`src/sv/brc_pkg.sv`:
```
`timescale 1ns / 1ps
// ----------------------------------------------------------------------------
// brc_pkg: shared types and constants for the byte recurrence checksum
// Holds the beat payload types and the arithmetic constants of the recurrence.
// ----------------------------------------------------------------------------
package brc_pkg;

  typedef logic [7:0]  byte_t;
  typedef logic [15:0] sum_t;
  typedef logic [7:0]  pos_t;

  // Offset added to the first byte of a message.
  localparam logic [8:0]  FIRST_OFFSET = 9'd7;
  // Position coefficients, both taken modulo 256.
  localparam logic [7:0]  ALPHA_MUL    = 8'd17;
  localparam logic [7:0]  BETA_MUL     = 8'd31;
  // Checksum modulus.
  localparam logic [16:0] CK_MOD       = 17'd65535;
  // 2^16, used to fold a negative difference.
  localparam logic [16:0] WRAP_BASE    = 17'h10000;

  // Start-of-message recurrence values.
  localparam sum_t        OLDER_INIT   = 16'd1;
  localparam sum_t        NEWER_INIT   = 16'd0;

endpackage

```
`src/sv/brc_if.sv`:
```
`timescale 1ns / 1ps
// ----------------------------------------------------------------------------
// brc_if: valid/ready channels of the byte recurrence checksum
// brc_in_if carries message bytes, brc_out_if carries finished checksums.
// ----------------------------------------------------------------------------
interface brc_in_if;
  import brc_pkg::*;

  logic  valid;
  logic  ready;
  byte_t data_byte;
  logic  last_byte;

  modport source (output valid, output data_byte, output last_byte, input ready);
  modport sink   (input valid, input data_byte, input last_byte, output ready);
endinterface

interface brc_out_if;
  import brc_pkg::*;

  logic valid;
  logic ready;
  sum_t checksum;

  modport source (output valid, output checksum, input ready);
  modport sink   (input valid, input checksum, output ready);
endinterface

```
`src/sv/byte_recurrence_checksum.sv`:
```
`timescale 1ns / 1ps
// ----------------------------------------------------------------------------
// byte_recurrence_checksum: 16-bit second-order recurrence checksum
// Consumes a byte stream with an end-of-message mark and emits one checksum
// per message.
// ----------------------------------------------------------------------------
// Usage:
//   in_chan carries one message byte per beat (data_byte) together with
//   last_byte, which marks the final byte of a message. out_chan carries one
//   beat per message, the 16-bit checksum, produced only for a marked byte.
//   Throughput is one byte per cycle while no marked byte waits in the input
//   register. A byte is captured in an input register and from there runs
//   through the recurrence (two small multiplies, a subtract and a fold
//   modulo 65535) into the state registers and, for a marked byte, into the
//   output register. The checksum of a message therefore appears on out_chan
//   after its last byte has moved from the input to the output register.
//   When the receiver stalls, bytes that produce no checksum keep flowing.
//   A marked byte waits in the input register until the output register is
//   free, and while it waits in_chan.ready is low; one byte is always taken
//   while a finished checksum is waiting.
//   Reset (rst_n low, synchronous) empties both registers and returns the
//   recurrence to its start state, awaiting the first byte of a message.
// ----------------------------------------------------------------------------
module byte_recurrence_checksum (
  input  logic      clk,
  input  logic      rst_n,
  brc_in_if.sink    in_chan,
  brc_out_if.source out_chan
);
  import brc_pkg::*;

  // Input register.
  logic  s1_valid_r, s1_valid_nxt;
  byte_t s1_byte_r;
  logic  s1_last_r;

  // Recurrence state.
  logic  in_msg_r, in_msg_nxt;
  sum_t  prev_older_r, prev_older_nxt;
  sum_t  prev_newer_r, prev_newer_nxt;
  pos_t  pos_r, pos_nxt;

  // Output register.
  logic  out_valid_r, out_valid_nxt;
  sum_t  checksum_r, checksum_nxt;

  logic  advance;
  logic  in_fire;
  logic  step;

  // Datapath.
  pos_t        alpha, beta;
  logic [8:0]  mult_a;
  logic [24:0] plus_term;
  logic [23:0] minus_term;
  logic        diff_neg;
  logic [24:0] diff_mag;
  logic [16:0] fold_sum;
  sum_t        mag_mod;
  sum_t        rec_value;
  sum_t        first_value;

  // A marked byte may only leave the input register when the output register
  // can take its checksum; unmarked bytes always move on.
  assign advance = !s1_last_r || !out_valid_r || out_chan.ready;
  assign step    = s1_valid_r && advance;
  assign in_chan.ready = !s1_valid_r || advance;
  assign in_fire = in_chan.valid && in_chan.ready;

  assign out_chan.valid    = out_valid_r;
  assign out_chan.checksum = checksum_r;

  // Position coefficients, modulo 256 by truncation.
  always_comb begin
    alpha = pos_t'(pos_r * ALPHA_MUL);
    beta  = pos_t'(pos_r * BETA_MUL);
  end

  always_comb begin
    mult_a     = {1'b0, s1_byte_r} + {1'b0, alpha};
    plus_term  = 25'(mult_a * prev_newer_r);
    minus_term = 24'(beta * prev_older_r);
    diff_neg   = plus_term < {1'b0, minus_term};
    diff_mag   = diff_neg ? ({1'b0, minus_term} - plus_term)
                          : (plus_term - {1'b0, minus_term});
    // 2^16 is 1 modulo 65535, so the high bits fold onto the low half; the
    // sum stays below twice the modulus and one subtract finishes it.
    fold_sum   = {8'b0, diff_mag[24:16]} + {1'b0, diff_mag[15:0]};
    mag_mod    = (fold_sum >= CK_MOD) ? sum_t'(fold_sum - CK_MOD) : fold_sum[15:0];
    // A negative difference maps to (1 - m) mod 65535.
    if (!diff_neg) begin
      rec_value = mag_mod;
    end else if (mag_mod <= 16'd1) begin
      rec_value = 16'd1 - mag_mod;
    end else begin
      rec_value = sum_t'(WRAP_BASE - {1'b0, mag_mod});
    end
    first_value = sum_t'({1'b0, s1_byte_r} + FIRST_OFFSET);
  end

  always_comb begin
    s1_valid_nxt   = in_fire ? 1'b1 : (step ? 1'b0 : s1_valid_r);
    in_msg_nxt     = in_msg_r;
    prev_older_nxt = prev_older_r;
    prev_newer_nxt = prev_newer_r;
    pos_nxt        = pos_r;
    out_valid_nxt  = out_valid_r && !out_chan.ready;
    checksum_nxt   = checksum_r;
    if (step) begin
      if (!in_msg_r) begin
        prev_older_nxt = OLDER_INIT;
        prev_newer_nxt = first_value;
        pos_nxt        = 8'd1;
        in_msg_nxt     = 1'b1;
      end else begin
        prev_older_nxt = prev_newer_r;
        prev_newer_nxt = rec_value;
        pos_nxt        = pos_r + 8'd1;
      end
      if (s1_last_r) begin
        out_valid_nxt  = 1'b1;
        checksum_nxt   = prev_newer_nxt;
        prev_older_nxt = OLDER_INIT;
        prev_newer_nxt = NEWER_INIT;
        pos_nxt        = '0;
        in_msg_nxt     = 1'b0;
      end
    end
  end

  always_ff @(posedge clk) begin
    if (!rst_n) begin
      s1_valid_r   <= 1'b0;
      in_msg_r     <= 1'b0;
      prev_older_r <= OLDER_INIT;
      prev_newer_r <= NEWER_INIT;
      pos_r        <= '0;
      out_valid_r  <= 1'b0;
    end else begin
      s1_valid_r   <= s1_valid_nxt;
      in_msg_r     <= in_msg_nxt;
      prev_older_r <= prev_older_nxt;
      prev_newer_r <= prev_newer_nxt;
      pos_r        <= pos_nxt;
      out_valid_r  <= out_valid_nxt;
    end
  end

  always_ff @(posedge clk) begin
    if (in_fire) begin
      s1_byte_r <= in_chan.data_byte;
      s1_last_r <= in_chan.last_byte;
    end
    checksum_r <= checksum_nxt;
  end

  // The recurrence values never reach the modulus itself.
  a_newer_range: assert property (@(posedge clk) disable iff (!rst_n)
    prev_newer_r != 16'hFFFF && prev_older_r != 16'hFFFF)
    else $error("recurrence value out of range");

  // A marked byte that leaves the input register restarts the recurrence.
  a_restart: assert property (@(posedge clk) disable iff (!rst_n)
    step && s1_last_r |=> !in_msg_r && pos_r == 8'd0 && out_valid_r)
    else $error("state not restarted after last byte");

  // A held byte stays in the input register unchanged.
  a_hold: assert property (@(posedge clk) disable iff (!rst_n)
    s1_valid_r && !advance |=> s1_valid_r && $stable(s1_byte_r) && $stable(s1_last_r))
    else $error("stalled byte lost");

  // With the input register empty a byte is always taken.
  a_ready: assert property (@(posedge clk) disable iff (!rst_n)
    !s1_valid_r |-> in_chan.ready)
    else $error("input blocked while empty");

endmodule
```
`src/flat_wrapper.sv`:
```
// flat-port wrapper written by rule: the top's interface ports become plain ports
module byte_recurrence_checksum_flat import brc_pkg::*;
  (clk, rst_n, in_chan_valid, in_chan_data_byte, in_chan_last_byte, in_chan_ready, out_chan_valid, out_chan_checksum, out_chan_ready);
  brc_in_if in_chan_i ();
  brc_out_if out_chan_i ();
  input  logic clk;
  input  logic rst_n;
  input wire logic [$bits(in_chan_i.valid)-1:0] in_chan_valid;
  input wire logic [$bits(in_chan_i.data_byte)-1:0] in_chan_data_byte;
  input wire logic [$bits(in_chan_i.last_byte)-1:0] in_chan_last_byte;
  output wire logic [$bits(in_chan_i.ready)-1:0] in_chan_ready;
  output wire logic [$bits(out_chan_i.valid)-1:0] out_chan_valid;
  output wire logic [$bits(out_chan_i.checksum)-1:0] out_chan_checksum;
  input wire logic [$bits(out_chan_i.ready)-1:0] out_chan_ready;
  assign in_chan_i.valid = in_chan_valid;
  assign in_chan_i.data_byte = in_chan_data_byte;
  assign in_chan_i.last_byte = in_chan_last_byte;
  assign in_chan_ready = in_chan_i.ready;
  assign out_chan_valid = out_chan_i.valid;
  assign out_chan_checksum = out_chan_i.checksum;
  assign out_chan_i.ready = out_chan_ready;
  byte_recurrence_checksum u_core (.clk(clk), .rst_n(rst_n), .in_chan(in_chan_i), .out_chan(out_chan_i));
endmodule
```
`config.mk`:
```
export PLATFORM = sky130hd
export DESIGN_NAME = byte_recurrence_checksum_flat
export DESIGN_NICKNAME = d
export VERILOG_FILES = /design/src/sv/brc_pkg.sv /design/src/sv/brc_if.sv /design/src/sv/byte_recurrence_checksum.sv /design/src/flat_wrapper.sv
export SDC_FILE = /design/constraint.sdc
export NUM_CORES = 1
export LEC_CHECK = 0
export BUFFER_PORTS_ARGS = -buffer_cell sky130_fd_sc_hd__buf_2
export CAP_MARGIN = 20
export CORE_MARGIN = 1
export CORE_UTILIZATION = 50
export DETAILED_ROUTE_END_ITERATION = 8
export HOLD_SLACK_MARGIN = 0.15
export PLACE_DENSITY = 0.66
export SYNTH_ARGS = -nofsm -noshare
export SYNTH_HDL_FRONTEND = slang
export SYNTH_SLANG_ARGS = --single-unit
export TNS_END_PERCENT = 5
```
`constraint.sdc`:
```
create_clock -name clk -period 19.1 [get_ports clk]
set_input_delay 0.955 -clock clk [delete_from_list [all_inputs] [get_ports clk]]
set_output_delay 0.955 -clock clk [all_outputs]
set_load 0.01 [all_outputs]
```
==> results.yml <==
run_status:
  status: "complete, no violations"
synthesis:
  synthCells: 2029
  ys_seq_elements: 68
  synth-adder-area-share: 0.372
  syn_area_um2: 16500
  syn-mean-instance-area_um2: 8.14
  synth_top_family_by_area: "adder cells"
  synth_top_area_frac: 0.240
  ys_top_cells_by_area: "fa_1 24%, ha_1 13%, inv_1 7.1%"
  ys_warn_count: 0
  synth_top_area_cell: "fa_1"
  ys_types: 95
  yosysMostFrequentCell: "inv_1"
  synth_compound_area_frac: 0.172
  yosys.area_share.simple: 0.197
  synth_common_cells: "313 x inv_1, 210 x nand2_1, 198 x fa_1"
  ys.flop_type: "dfxtp_1"
  syn-num-nets: 2415
  synthArstFlopShare: 0
  synth-edff-count: 25
  seq_area_frac_synth: 0.0975
  muxShareOfSynthArea: 0.00863
  synth-xor-area-share: 0.0610
floorplan:
  die_h_um: 184
  rows: 66
  core_area_um2: 32500
  dieArea_um2: 33800
  die_w_um: 184
  pin_count: 31
  initial_core_util: 0.508
worst_setup_path:
  required_ns: 19.16
  crit_slowest_cell: "dfxtp_1"
  critPathMaxStageDelay_ns: 1.00
  path_class: "reg2reg"
  critPathArrivalTime_ns: 16.77
  crit_fanout: 38
  critPathCaptureType: "register"
  startpoint_type: "register"
route:
  drc: 0
  route.final.wire_length_um: 46900
  final_antenna_net_count: 0
  routed_via_density: 5.80
  firstDrtPassIters: 5
  vias: 14200
  drt-wirelength-per-cell_um: 19.1
  drtIter0Drc: 1108
cts:
  cts_tree: "yes"
  htree_levels: 3
  ctsHoldBuffers: 0
  clk_latency_ns: 0.36
  path_clk_slew_ns: 0.07
  cts_resized: 0
  cts_buffer_depth: 2
  cts_buffers: 9
  clkSinkCount: 68
  cts_root_buffer: "clkbuf_16"
  post_cts_buffers: 0
sta:
  finalSetupViolations: 0
  worst_clock_skew_ns: 0.0136
  period_needed_ns: 16.71
  finalMaxSlewViolations: 0
  min_period_over_period: 0.875
  finalSetupTns_ns: 0
  relSlewSlack: 0.259
  rsz0062_at_grt: "no"
  worst_slew_pin_slew_ns: 1.11
  max_freq_mhz: 59.9
  hold_viol: 0
placement:
  port_buffers: 30
  gp_congestion: 0.916
  dp_cells: 2431
  dp.final_hpwl_um: 37900
layout:
  area_growth_pct: 4.87
  final_cells: 2449
  fillers: 3154
  layout-drive-gt1-share: 0.0473
  register_area_um2: 1610
  final_nets: 2388
  multi_input_area_um2: 13400
  num_antenna_cells: 0
grt:
  grt_antenna_before_repair: 0
  grt_pass1_vias: 14200
  gr-total-overflow: 0
  grt_max_degree: 46
  grt_pass1_wl_um: 76200
  grt_use_total: 0.288
worst_hold_path:
  hold_path_class: "reg2reg"
job:
  maxCapViolations: 0
[metrics by stage]
| stage | instance area [um^2] | utilization | hold slack (ns) | setup WS (ns) |
|---|---|---|---|---|
| 2_1_floorplan | 16500 | - | 0.434 | 4.21 |
| 3_3_place_gp | 17000 | 0.522 | 0.549 | 2.20 |
| 3_5_place_dp | 17000 | 0.522 | 0.547 | 1.73 |
| 4_1_cts | 17300 | 0.531 | 0.567 | 1.69 |
| 5_1_grt | 17300 | 0.533 | 0.616 | 0.978 |
| 6_report | 17300 | 0.533 | 0.575 | 2.39 |
[registers in the layout (all words and copies together), names as in the netlist]
signal and flops:
u_core.prev_older_r 16, u_core.prev_newer_r 16, u_core.out_chan.valid 1, u_core.s1_byte_r 8, u_core.s1_last_r 1, u_core.pos_r 8
u_core.out_chan.checksum 16, u_core.s1_valid_r 1, u_core.in_msg_r 1
[cells by family after synthesis]
family | Yosys count
multiplexers | 14
AND/OR/NAND/NOR | 641
XOR/XNOR | 115
AO/OA/AOI/OAI | 424
buffers and inverters | 394
flip-flops | 68
adder cells (fa/ha/maj) | 373
[cells in the final DEF, fill, tap and decap left out, types with 9 or more instances in the layout]
cell,instances
and3_1,16
a31oi_1,12
clkbuf_16,9
a21o_1,42
a22oi_1,18
buf_4,12
nand2_1,210
edfxtp_1,25
xnor2_1,76
nand4_1,14
o21a_1,11
fa_1,198
a211oi_1,24
ha_1,175
a21oi_1,124
and2_1,143
o211ai_1,13
nand3_1,29
inv_1,313
o21ai_0,60
mux2i_1,12
nand2b_1,15
xor2_1,37
nor2b_1,22
nor2_1,106
buf_2,30
nor3_1,33
dfxtp_1,43
o21bai_1,32
[final timing paths]
check	from	endpoint	slack, ns	cells past startpoint
worst max-delay path	u_core.pos_r[0]$_SDFFE_PN0P_	u_core.out_chan.checksum[10]$_DFFE_PP_	2.39	59
worst min-delay path	u_core.pos_r[6]$_SDFFE_PN0P_	u_core.pos_r[6]$_SDFFE_PN0P_	0.58	1
worst max register to register	u_core.pos_r[0]$_SDFFE_PN0P_	u_core.out_chan.checksum[10]$_DFFE_PP_	2.39	59
worst min register to register	u_core.pos_r[6]$_SDFFE_PN0P_	u_core.pos_r[6]$_SDFFE_PN0P_	0.58	1
[per-layer routing]
metal	wire, um	GRT usage
met5	0	0
met1	21100	0.402
met4	1390	0.0903
met3	3090	0.0416
met2	21300	0.461
[worst max-delay path, delay by kind of cell, from the launching register on]
kind | cells | cell delay, ns
AOI/OAI and AO/OA | 32 | 6.36
xor gates and xnor gates | 3 | 0.61
adders and majority gates | 12 | 5.23
buffers and inverters | 3 | 0.16
DFF | 1 | 1.00
muxes | 3 | 1.02
and+or+nand+nor | 6 | 1.96
[cell type report]
| type | count | area share |
|---|---|---|
| flip-flops and latches | 68 | 0.0930 |
| well taps | 442 | 0.0319 |
| clock buffers | 9 | 0.0130 |
| repair buffers | 43 | 0.0155 |
| clock inverters | 7 | 0.00484 |
| multi-input cells | 1567 | 0.774 |
| inverters | 313 | 0.0678 |
Power is not shown: default switching activity piles up to over one toggle a cycle in this logic, so the estimate is an artifact.
